[src/design/u8wd_pkg.sv]
// ----------------------------------------------------------------------------
// u8wd_pkg
// Shared types and constants for the UTF-8 window decoder.
// ----------------------------------------------------------------------------
`default_nettype none

package u8wd_pkg;

	localparam int unsigned BYTE_W  = 8;
	localparam int unsigned CP_W    = 21;
	localparam int unsigned LEN_W   = 3;
	localparam int unsigned LANES   = 4;

	localparam logic [CP_W-1:0]  REPL_CHAR = 21'h00FFFD;

	localparam logic [LEN_W-1:0] LEN_ONE   = 3'd1;
	localparam logic [LEN_W-1:0] LEN_TWO   = 3'd2;
	localparam logic [LEN_W-1:0] LEN_THREE = 3'd3;
	localparam logic [LEN_W-1:0] LEN_FOUR  = 3'd4;

	// per-byte classification found by one lane
	typedef struct packed {
		logic       is_ascii;  // 0x00-0x7F
		logic       is_cont;   // 0x80-0xBF
		logic       is_lead2;  // 0xC0-0xDF
		logic       is_lead3;  // 0xE0-0xEF
		logic       is_lead4;  // 0xF0-0xF7
		logic [6:0] low;       // low seven bits of the byte
	} lane_t;

	// merged decode result
	typedef struct packed {
		logic [CP_W-1:0]  code_point;
		logic [LEN_W-1:0] length;
		logic             malformed;
	} result_t;

endpackage

`default_nettype wire

[src/design/utf8_window_decoder.sv]
// ----------------------------------------------------------------------------
// utf8_window_decoder
// Stateless UTF-8 decoder over a four-byte window starting at a lead byte.
// ----------------------------------------------------------------------------
// Usage:
//   Input channel in_valid/in_ready carries one window per beat: lead_byte,
//   second_byte, third_byte, fourth_byte. Output channel out_valid/out_ready
//   carries one result per window: code_point, consumed_length, malformed.
//   Four byte lanes classify the window in parallel; their results are
//   registered in stage 1, then a merge stage builds the result, which is
//   held in the stage 2 output register.
//   Throughput: one window per cycle while the receiver takes results.
//   When out_ready is low the output register holds its result; stage 1
//   still takes one more window if empty, then in_ready drops until the
//   output drains. No window is lost or repeated.
//   Reset (arst_n low) empties both stages; nothing else is kept.
//   The caller advances its byte pointer by consumed_length.
// ----------------------------------------------------------------------------
`default_nettype none

module utf8_window_decoder (
	input  wire logic                            clk,
	input  wire logic                            arst_n,
	input  wire logic                            in_valid,
	output logic                                 in_ready,
	input  wire logic [u8wd_pkg::BYTE_W-1:0]     lead_byte,
	input  wire logic [u8wd_pkg::BYTE_W-1:0]     second_byte,
	input  wire logic [u8wd_pkg::BYTE_W-1:0]     third_byte,
	input  wire logic [u8wd_pkg::BYTE_W-1:0]     fourth_byte,
	output logic                                 out_valid,
	input  wire logic                            out_ready,
	output logic [u8wd_pkg::CP_W-1:0]            code_point,
	output logic [u8wd_pkg::LEN_W-1:0]           consumed_length,
	output logic                                 malformed
);

	u8wd_pkg::lane_t   lane_info [u8wd_pkg::LANES];
	u8wd_pkg::lane_t   lane_s1   [u8wd_pkg::LANES];
	logic              valid_s1;
	u8wd_pkg::result_t merged;
	u8wd_pkg::result_t result_s2;
	logic              valid_s2;
	logic              adv_s1;
	logic              adv_s2;

	// byte lanes
	u8wd_lane u_lane0 (.byte_in(lead_byte),   .info(lane_info[0]));
	u8wd_lane u_lane1 (.byte_in(second_byte), .info(lane_info[1]));
	u8wd_lane u_lane2 (.byte_in(third_byte),  .info(lane_info[2]));
	u8wd_lane u_lane3 (.byte_in(fourth_byte), .info(lane_info[3]));

	// stage advance control
	assign adv_s2   = !valid_s2 || out_ready;
	assign adv_s1   = !valid_s1 || adv_s2;
	assign in_ready = adv_s1;

	// stage 1 valid
	always_ff @(posedge clk or negedge arst_n) begin
		if (!arst_n) begin
			valid_s1 <= 1'b0;
		end else if (adv_s1) begin
			valid_s1 <= in_valid;
		end
	end

	// stage 1 lane payload
	always_ff @(posedge clk) begin
		if (adv_s1 && in_valid) begin
			lane_s1 <= lane_info;
		end
	end

	// merge of lane results
	u8wd_merge u_merge (
		.lane0  (lane_s1[0]),
		.lane1  (lane_s1[1]),
		.lane2  (lane_s1[2]),
		.lane3  (lane_s1[3]),
		.result (merged)
	);

	// stage 2 valid
	always_ff @(posedge clk or negedge arst_n) begin
		if (!arst_n) begin
			valid_s2 <= 1'b0;
		end else if (adv_s2) begin
			valid_s2 <= valid_s1;
		end
	end

	// stage 2 result payload
	always_ff @(posedge clk) begin
		if (adv_s2 && valid_s1) begin
			result_s2 <= merged;
		end
	end

	// output beat
	assign out_valid       = valid_s2;
	assign code_point      = result_s2.code_point;
	assign consumed_length = result_s2.length;
	assign malformed       = result_s2.malformed;

endmodule

`default_nettype wire

[src/design/u8wd_lane.sv]
// ----------------------------------------------------------------------------
// u8wd_lane
// Classifies one byte of the window and keeps its payload bits.
// ----------------------------------------------------------------------------
`default_nettype none

module u8wd_lane (
	input  wire logic [u8wd_pkg::BYTE_W-1:0] byte_in,
	output u8wd_pkg::lane_t                  info
);

	// range checks on the top bits
	always_comb begin
		info.is_ascii = (byte_in[7] == 1'b0);
		info.is_cont  = (byte_in[7:6] == 2'b10);
		info.is_lead2 = (byte_in[7:5] == 3'b110);
		info.is_lead3 = (byte_in[7:4] == 4'b1110);
		info.is_lead4 = (byte_in[7:3] == 5'b11110);
		info.low      = byte_in[6:0];
	end

endmodule

`default_nettype wire

[src/design/u8wd_merge.sv]
// ----------------------------------------------------------------------------
// u8wd_merge
// Combines the four lane classifications into code point, length and flag.
// ----------------------------------------------------------------------------
`default_nettype none

module u8wd_merge (
	input  wire u8wd_pkg::lane_t lane0,
	input  wire u8wd_pkg::lane_t lane1,
	input  wire u8wd_pkg::lane_t lane2,
	input  wire u8wd_pkg::lane_t lane3,
	output u8wd_pkg::result_t    result
);

	logic ok2;
	logic ok3;
	logic ok4;

	// continuation checks per sequence length
	assign ok2 = lane1.is_cont;
	assign ok3 = lane1.is_cont & lane2.is_cont;
	assign ok4 = lane1.is_cont & lane2.is_cont & lane3.is_cont;

	// select by lead class, replacement by default
	always_comb begin
		result.code_point = u8wd_pkg::REPL_CHAR;
		result.length     = u8wd_pkg::LEN_ONE;
		result.malformed  = 1'b1;
		if (lane0.is_ascii) begin
			result.code_point = {14'd0, lane0.low};
			result.malformed  = 1'b0;
		end else if (lane0.is_lead2) begin
			if (ok2) begin
				result.code_point = {10'd0, lane0.low[4:0], lane1.low[5:0]};
				result.length     = u8wd_pkg::LEN_TWO;
				result.malformed  = 1'b0;
			end
		end else if (lane0.is_lead3) begin
			if (ok3) begin
				result.code_point = {5'd0, lane0.low[3:0], lane1.low[5:0],
					lane2.low[5:0]};
				result.length     = u8wd_pkg::LEN_THREE;
				result.malformed  = 1'b0;
			end
		end else if (lane0.is_lead4) begin
			result.length = u8wd_pkg::LEN_FOUR;
			if (ok4) begin
				result.code_point = {lane0.low[2:0], lane1.low[5:0],
					lane2.low[5:0], lane3.low[5:0]};
				result.malformed  = 1'b0;
			end
		end
	end

endmodule

`default_nettype wire
[config.mk]
export PLATFORM = sky130hd
export DESIGN_NAME = utf8_window_decoder
export DESIGN_NICKNAME = d
export VERILOG_FILES = /design/src/design/u8wd_pkg.sv /design/src/design/utf8_window_decoder.sv /design/src/design/u8wd_lane.sv /design/src/design/u8wd_merge.sv
export SDC_FILE = /design/constraint.sdc
export NUM_CORES = 1
export LEC_CHECK = 0
export ABC_AREA = 0
export BUFFER_PORTS_ARGS = -buffer_cell sky130_fd_sc_hd__buf_2
export CORE_MARGIN = 5
export CORE_UTILIZATION = 55
export CTS_BUF_LIST = sky130_fd_sc_hd__clkbuf_16
export CTS_CLUSTER_DIAMETER = 40
export DETAILED_ROUTE_END_ITERATION = 16
export GPL_TIMING_DRIVEN = 0
export PLACE_DENSITY = 0.8
export SKIP_CTS_REPAIR_TIMING = 1
export SLEW_MARGIN = 10
export SYNTH_ARGS = -nofsm -noshare
export SYNTH_HDL_FRONTEND = slang
export SYNTH_HIERARCHICAL = 1
export SYNTH_SLANG_ARGS = --single-unit
[constraint.sdc]
create_clock -name clk -period 2.4 [get_ports clk]
set_clock_uncertainty 0.2 [all_clocks]
set_input_delay 0.36 -clock clk [delete_from_list [all_inputs] [get_ports clk]]
set_output_delay 0.36 -clock clk [all_outputs]
set_load 0.05 [all_outputs]
=== After elaboration in Yosys (flattened, before gate mapping) ===
Index checks and enable logic that the tools add are counted.

* Register bits after elaboration: 59
* Bits of input ports: 36
* Output and inout port bits: 27
* Logic and storage cells: 40

* Equal/unequal tests: 6
* Muxes and demuxes: 8
* Bitwise logic cells: 3
* Reduce and logical (&&, ||, !) cells: 6

{| class="wikitable"
|+ Operator list
! kind !! count
|-
| $mux W25 || 3
|-
| $mux W20 || 2
|-
| $mux W21 || 1
|-
| $mux W7 || 1
|-
| $eq A2 B2 Y1 const B || 3
|-
| $eq A5 B5 Y1 const B || 1
|-
| $eq A4 B4 Y1 const B || 1
|-
| $eq A3 B3 Y1 const B || 1
|-
| $and A1 B1 Y1 || 2
|-
| $logic_and A1 B1 Y1 || 2
|-
| $logic_not A1 Y1 || 2
|-
| $logic_or A1 B1 Y1 || 2
|-
| $mux W1 || 1
|-
| $not A1 Y1 || 1
|}

=== Depth between registers and ports, before layout ===
Gate-level depths: netlist (run 1).

* Depth in word-level cells: 7
* Gate-level depth with buffers: 4
* Gate-level depth less buffers: 3

=== Modules after synthesis ===
Netlist (run 1), hierarchy kept.

{| class="wikitable"
|+ Modules (own cells, without submodules)
! module !! instances !! cells each !! area an instance (µm²) !! seq. area each (µm²)
|-
| utf8_window_decoder || 1 || 81 || 2296.0 || 2242.2
|-
| u8wd_merge || 1 || 79 || 471.7 || 0.0
|-
| u8wd_lane || 4 || 14 || 93.8 || 0.0
|}

=== Worst setup path after synthesis (run 1) ===
OpenSTA, ideal clock, no wires.

* Path kind: register to register
* From: reg valid_s2, in the netlist out_valid
* To: reg result_s2, in the netlist code_point[0] (enable)
* Setup time: 0.384 ns
* Data arrival time: 1.407 ns
* Required time: 1.816 ns
* Path slack: 0.409 ns
* Stages on the path, launching flop included: 3
* Path buffers: 0
* Period minus slack after synthesis: 1.991 ns
* Cells stage by stage: dfrtp_1 nand2b_1 and2_1

* Longest elaborated chain between the ends: 3

{| class="wikitable"
|+ RTL lines
! what !! line !! RTL
|-
| from (decl) || utf8_window_decoder.sv:42 || <nowiki>logic valid_s2;</nowiki>
|-
| from (signal assigned) || utf8_window_decoder.sv:87 || <nowiki>valid_s2 <= valid_s1;</nowiki>
|-
| $logic_not A1 Y1 || utf8_window_decoder.sv:53 || <nowiki>assign adv_s2 = !valid_s2 || out_ready;</nowiki>
|-
| $logic_or A1 B1 Y1 || utf8_window_decoder.sv:53 ||
|-
| $logic_and A1 B1 Y1 || utf8_window_decoder.sv:93 || <nowiki>if (adv_s2 && valid_s1) begin</nowiki>
|-
| to (signal assigned) || utf8_window_decoder.sv:94 || <nowiki>result_s2 <= merged;</nowiki>
|-
| to (decl) || utf8_window_decoder.sv:41 || <nowiki>u8wd_pkg::result_t result_s2;</nowiki>
|}

No other way between the ends.
A chain may end at the register's enable or synchronous reset.

==> summary.txt, run 1 <==
Area Overhead vs Synth = 21.03%
Mean Syn Cell Area = 14.01 µm²
Status = finished, final reports clean
Number of global-route vias before repair = 1560
Worst Tran Pin Value = 1.090 ns
DRC viols = 0
Clock latency on the worst-skew pair = 0.32 ns
Total wire length = 4767 µm
CTS Root Cell = clkbuf_16
Syn_nets = 217
Slew Viols, Final = 0
Port Buffer Count = 41
Net switching power = 0.6500 mW
IO Pins = 63
Crit Path Category = reg2reg
Internal power = 1.986 mW
Pwr per Cell Area = 859.3 nW/µm²
RSZ-0062 raised after global routing = false
Worst Path Arrival = 2.02 ns
Starting DRT DRC Count = 157
Die Span X = 77.89 µm
Leakage dissipation = 1.203 nW
Clock tree buffer depth = 2
Commonest cells after routing, fill and taps aside = 57 x edfxtp_1, 42 x buf_2, 25 x buf_4
Worst path required time = 2.24 ns
Endpoints failing setup = 0
Peak Freq = 457.8 MHz
Final worst-path cycle share = 0.9102
Placed insts = 274
Most common cell after layout, fill and taps aside = edfxtp_1
Nets = 270
Diode count = 0
Net Sw Frac = 0.2466
Initial antenna violation count = 0
Core footprint = 4414 µm²
Mapped Cells = 181
Hpwl dp = 3186 µm
Synth Warn # = 6
Setup_tns = 0 ns
CP Max Fanout = 10
Vias/cell = 5.478
Final Non-Filler Cells = 291
Hold WC Path Type = in2reg
Max_cap viols = 0
Die area = 6067 µm²
CTS Buf Count = 9
Final core occ = 0.6950
Grt total ovfl = 0
Storage element area = 1762 µm²
Largest net degree at the start of global routing = 33
Area of the multi-input gates = 524.3 µm²
Gpl congestion = 0.7978
Worst setup EP type = register
TritonRoute pass-1 iters = 4
Total Routing Usage GR = 0.1692
First-pass GRT wire length = 7700 µm
Wire length per cell = 16.38 µm
Layout cells sized above 1 = 0.3473
CTS tree = done
Flop pwr share = 0.476
Filler cells = 308
Final hold violations = 0
Vias = 1594
Clk network pwr share = 0.405
Headroom to the max-slew limit = 0.2734
Worst-path clk slew = 0.05 ns
Startpoint Class = register
CTS sink cnt = 59
Die Ht = 77.89 µm
H-tree depth = 3
Mapped cell area = 2535 µm²
VDD IR max = 0.5170 mV
Starting density of the core = 0.5743
Post-route antenna net violation count = 0
Crit path time final = 2.184 ns
# rows = 24
Logic pwr share = 0.119
==> cell type report <==
class                           count  area share
Tap cell                           52     0.02121
Clock buffer                        9     0.07341
Timing Repair Buffer               42     0.07015
Buffer                             33     0.07382
Multi-Input combinational cell     83      0.1709
Clock inverter                      7    0.008972
Sequential cell                    59      0.5742
Inverter                            6    0.007341
==> per-layer routing <==
layer,track usage,vias to the layer above,part of all wire
met1,0.2156,749,0.40
met5,0,-,0
met3,0.04514,12,0.080
li1,-,759,-
met4,0.1064,0,0.026
met2,0.2563,74,0.49
==> worst max-delay path: stages (launching register included) <==
cell      delay, ns
edfxtp_1       0.42
or3b_4         0.46
clkbuf_1       0.26
o32ai_1        0.41
o31ai_1        0.15
==> path summary, 6_finish.rpt <==
check,start,end,slack [ns],cells after the start
worst min-delay path,second_byte[0],lane_s1[24],0.01,1
min in group asynchronous,arst_n,out_valid,0.16,2
max in group asynchronous,arst_n,valid_s1,1.74,2
worst max-delay path,lane_s1[44],code_point[3],0.22,4
worst min register to register,valid_s1,out_valid,0.35,1
worst max register to register,lane_s1[44],code_point[3],0.22,4
==> power by group through the flow <==
stage,combinational [mW],sequential [mW],clock [mW]
2_1_floorplan,0.116,1.39,0
3_3_place_gp,0.307,1.27,0
3_5_place_dp,0.311,1.27,0
4_1_cts,0.313,1.26,1.08
5_1_grt,0.332,1.26,1.13
6_report,0.312,1.26,1.07
==> registers in the layout (all words and copies together), names as in the netlist <==
register         cells
lane_s1             32
code_point          21
consumed_length      3
malformed            1
out_valid            1
valid_s1             1
==> through the flow <==
| stage | worst slack, ns | hold WS, ns | cell area [µm²] | power, mW |
|---|---|---|---|---|
| 2_1_floorplan | 0.4087 | -0.1356 | 2535 | 1.504 |
| 6_report | 0.2156 | 0.01318 | 3068 | 2.636 |
| 5_1_grt | 0.1597 | 0.004779 | 3068 | 2.721 |
| 4_1_cts | 0.2369 | -0.3902 | 3058 | 2.651 |
| 3_5_place_dp | 0.3310 | -0.05207 | 2805 | 1.586 |
| 3_3_place_gp | 0.3868 | -0.05399 | 2805 | 1.579 |
Note: power is estimated with default switching activity, not from simulation.
==> run 2: changes to the inputs <==
--- a/config.mk
+++ b/config.mk
@@ -6,14 +6,14 @@
 export NUM_CORES = 1
 export LEC_CHECK = 0
 export ABC_AREA = 0
-export BUFFER_PORTS_ARGS = -buffer_cell sky130_fd_sc_hd__buf_2
 export CORE_MARGIN = 5
 export CORE_UTILIZATION = 55
 export CTS_BUF_LIST = sky130_fd_sc_hd__clkbuf_16
 export CTS_CLUSTER_DIAMETER = 40
 export DETAILED_ROUTE_END_ITERATION = 16
+export DONT_BUFFER_PORTS = 1
 export GPL_TIMING_DRIVEN = 0
-export PLACE_DENSITY = 0.8
+export PLACE_DENSITY = 0.7
 export SKIP_CTS_REPAIR_TIMING = 1
 export SLEW_MARGIN = 10
 export SYNTH_ARGS = -nofsm -noshare
==> summary.txt, run 2 (synthesis results as in run 1) <==
Status = finished, final reports clean
Commonest cells after routing, fill and taps aside = 57 x edfxtp_1, 25 x buf_4, 22 x nor2_1
VDD IR max = 0.4649 mV
Startpoint Class = register
Nets = 231
Die Span X = 77.89 µm
DRC viols = 0
Leakage dissipation = 1.049 nW
Max FFs per register = 32
Setup_tns = 0 ns
Total wire length = 4597 µm
Crit-path cells = nand2b_1 -> and2_1
Hold depth = 1
Crit Path Category = reg2reg
Worst Path Arrival = 1.97 ns
Hold_sp = third_byte[5]
Headroom to the max-slew limit = 0.2838
Hpwl dp = 3135 µm
Reg2reg start = out_valid
CTS sink cnt = 59
TritonRoute pass-1 iters = 4
Worst hold endpoint = lane_s1[17]
Capturing point of the worst reg2reg path = code_point[19]
Initial antenna violation count = 0
Max_cap viols = 0
Placed insts = 233
Final hold violations = 0
Port Buffer Count = 0
Gpl congestion = 0.8325
Filler cells = 317
Die area = 6067 µm²
H-tree depth = 3
Worst setup EP type = register
IO Pins = 63
Top delay family on crit path = simple AND/OR/NAND/NOR gates
Worst path required time = 2.13 ns
Crit path time final = 2.238 ns
Vias/cell = 5.671
Starting DRT DRC Count = 97
RSZ-0062 raised after global routing = false
Worst R2R Path Depth = 2
Largest net degree at the start of global routing = 33
Pwr per Cell Area = 899.1 nW/µm²
Total Routing Usage GR = 0.1587
Hold WC Path Type = in2reg
Max stage delay on crit path = 0.86 ns
Layout cells sized above 1 = 0.2100
Worst reg2reg setup slack = 0.16 ns
Area Overhead vs Synth = 13.72%
Clock tree buffer depth = 2
Slew Viols, Final = 0
Die Ht = 77.89 µm
Diode count = 0
Buf/Inv on CP = 0
Register with the most flip-flops = lane_s1
Starting density of the core = 0.5743
CTS tree = done
Final Non-Filler Cells = 252
Most common cell after layout, fill and taps aside = edfxtp_1
CP Max Fanout = 25
Final worst-path cycle share = 0.9326
Worst Tran Pin Value = 1.074 ns
Area of the multi-input gates = 524.3 µm²
CTS Root Cell = clkbuf_16
Number of global-route vias before repair = 1430
Endpoints failing setup = 0
Clock latency on the worst-skew pair = 0.32 ns
Worst-path clk slew = 0.05 ns
Core footprint = 4414 µm²
Peak Freq = 446.8 MHz
Storage element area = 1762 µm²
Wire length per cell = 18.24 µm
CTS Buf Count = 9
Vias = 1429
Grt total ovfl = 0
Post-route antenna net violation count = 0
Slowest CP cell = and2_1
# rows = 24
First-pass GRT wire length = 7113 µm
run 2: worst register-to-register path: stages, from the launching register on:
cell and delay [ns]:
dfrtp_1 0.59, nand2b_1 0.20, and2_1 0.86
run 2: power breakdown:
group	internal [mW]	switching, mW	total [mW]
Combinational	0.0643	0.0836	0.148
Sequential	1.23	0.156	1.38
Clock	0.670	0.391	1.06
run 2: worst max-delay path by stage:
stage,cells after the start,from,end
finish,2,out_valid,code_point[19]
global route,2,out_valid,code_point[19]
CTS,2,out_valid,code_point[19]
detailed placement,2,out_valid,code_point[4]
global placement,2,out_valid,code_point[4]
floorplan,2,out_valid,code_point[0]
run 2: cell type report:
| cell class | instances | share of cell area |
|---|---|---|
| clock inverters | 7 | 0.009549 |
| multi-input cells | 83 | 0.1819 |
| repair buffers | 3 | 0.01042 |
| clock buffers | 9 | 0.07813 |
| plain buffers | 33 | 0.07856 |
| inverters | 6 | 0.007813 |
| flip-flops and latches | 59 | 0.6111 |
| well taps | 52 | 0.02257 |
run 2: layer usage:
| layer | GRT usage | part of all wire | vias up |
|---|---|---|---|
| met4 | 0.1064 | 0.0050 | 0 |
| met3 | 0.05903 | 0.074 | 2 |
| met1 | 0.1928 | 0.42 | 684 |
| met5 | 0 | 0 | - |
| li1 | - | - | 677 |
| met2 | 0.2354 | 0.50 | 66 |
run 2: metrics by stage:
step	utilization	setup WS, ns	power, mW	instance area (µm²)	hold WS (ns)
after floorplan	-	0.4087	1.504	2535	-0.1356
after global placement	0.5890	0.1928	1.540	2600	-0.1355
after detailed placement	0.5890	0.1649	1.546	2600	-0.1355
after CTS	0.6463	0.1573	2.609	2853	-0.4769
after global routing	0.6531	0.02122	2.691	2883	0.002374
final	0.6531	0.1619	2.592	2883	0.01763
==> run 3: changes to the inputs <==
--- a/config.mk
+++ b/config.mk
@@ -5,7 +5,6 @@
 export SDC_FILE = /design/constraint.sdc
 export NUM_CORES = 1
 export LEC_CHECK = 0
-export ABC_AREA = 0
 export CORE_MARGIN = 5
 export CORE_UTILIZATION = 55
 export CTS_BUF_LIST = sky130_fd_sc_hd__clkbuf_16
@@ -13,6 +12,7 @@
 export DETAILED_ROUTE_END_ITERATION = 16
 export DONT_BUFFER_PORTS = 1
 export GPL_TIMING_DRIVEN = 0
+export HOLD_SLACK_MARGIN = 0.1
 export PLACE_DENSITY = 0.7
 export SKIP_CTS_REPAIR_TIMING = 1
 export SLEW_MARGIN = 10
==> summary.txt, run 3 (synthesis results as in run 1) <==
Status = finished, final reports clean
Post-route cell area = 3213 µm²
DRC viols = 0
Diode count = 0
Slew Viols, Final = 0
Hpwl dp = 3135 µm
Reg2reg start = out_valid
Largest net degree at the start of global routing = 33
Max stage delay on crit path = 0.84 ns
Final hold violations = 0
Number of global-route vias before repair = 1430
Max FFs per register = 32
Hold depth = 1
CP Max Fanout = 25
Worst Tran Pin Value = 1.053 ns
Die area = 6067 µm²
Pwr per Cell Area = 822.7 nW/µm²
Headroom to the max-slew limit = 0.2977
Post-route antenna net violation count = 0
Vias = 1600
Leakage dissipation = 1.191 nW
Top delay family on crit path = simple AND/OR/NAND/NOR gates
Final worst-path cycle share = 0.9319
Startpoint Class = register
CTS sink cnt = 59
Nets = 264
Worst reg2reg setup slack = 0.16 ns
Setup_tns = 0 ns
CTS Buf Count = 9
# rows = 24
Register with the most flip-flops = lane_s1
Worst-path clk slew = 0.05 ns
Initial antenna violation count = 0
Grt total ovfl = 0
CTS Root Cell = clkbuf_16
Starting DRT DRC Count = 134
Core footprint = 4414 µm²
Hold WC Path Type = in2reg
Hold_sp = lead_byte[4]
Port Buffer Count = 0
Layout cells sized above 1 = 0.1803
Clock tree buffer depth = 2
Starting density of the core = 0.5743
Total Routing Usage GR = 0.1587
RSZ-0062 raised after global routing = false
Most common cell after layout, fill and taps aside = edfxtp_1
Peak Freq = 447.1 MHz
Wire length per cell = 17.54 µm
Crit-path cells = nand2b_1 -> and2_1
Crit Path Category = reg2reg
First-pass GRT wire length = 7113 µm
VDD IR max = 0.4275 mV
IO Pins = 63
H-tree depth = 3
TritonRoute pass-1 iters = 4
Gpl congestion = 0.8325
Worst R2R Path Depth = 2
Die Ht = 77.89 µm
Max_cap viols = 0
Worst hold endpoint = lane_s1[43]
CTS tree = done
Worst setup EP type = register
Vias/cell = 5.614
Endpoints failing setup = 0
Placed Instance Area = 2600 µm²
Commonest cells after routing, fill and taps aside = 57 x edfxtp_1, 36 x dlygate4sd3_1, 25 x buf_4
Slowest CP cell = and2_1
Area Overhead vs Synth = 26.75%
Total wire length = 4999 µm
Worst path required time = 2.13 ns
Die Span X = 77.89 µm
Worst Path Arrival = 1.97 ns
Buf/Inv on CP = 0
Capturing point of the worst reg2reg path = consumed_length[1]
Clock latency on the worst-skew pair = 0.32 ns
Crit path time final = 2.236 ns
-- run 3: cell types whose count changed in the layout (fill, tap and decap cells not counted), sizes merged --
cell	change
dlygate4sd3	+33
-- run 3: power breakdown --
part / switching (mW) / internal (mW)
Combinational: 0.0945 / 0.0994
Sequential: 0.157 / 1.23
Clock: 0.395 / 0.670
Total: 0.647 / 2.00
-- run 3: final cells by class --
| cell class | count | area (µm²) |
|---|---|---|
| flip-flops and latches | 59 | 1762 |
| fillers | 280 | 1201 |
| multi-input cells | 83 | 524.3 |
| repair buffers | 36 | 360.3 |
| plain buffers | 33 | 226.5 |
| clock buffers | 9 | 225.2 |
| well taps | 52 | 65.06 |
| clock inverters | 7 | 27.53 |
| inverters | 6 | 22.52 |
-- run 3: layer usage --
metal | vias to the layer above | wire, µm | track usage
met5 | - | 0 | 0
li1 | 745 | - | -
met2 | 71 | 2636 | 0.2354
met1 | 770 | 1907 | 0.1928
met3 | 14 | 322 | 0.05903
met4 | 0 | 133 | 0.1064
-- run 3: worst max path at each step --
stage,startpoint,end,slack (ns),depth (start not counted)
after floorplan,out_valid,code_point[0],0.41,2
after global placement,out_valid,code_point[4],0.19,2
after detailed placement,out_valid,code_point[4],0.16,2
after CTS,out_valid,code_point[19],0.16,2
after global routing,out_valid,code_point[19],0.01,2
final,out_valid,consumed_length[1],0.16,2
-- run 3: per-stage QoR --
step	setup slack, ns	util	std cells	power [mW]	hold slack (ns)
global route	0.01326	0.7279	285	2.732	0.1095
floorplan	0.4087	-	181	1.504	-0.1356
finish	0.1635	0.7279	285	2.643	0.1008
detailed placement	0.1649	0.5890	233	1.546	-0.1355
CTS	0.1573	0.6463	249	2.609	-0.4769
global placement	0.1928	0.5890	233	1.540	-0.1355
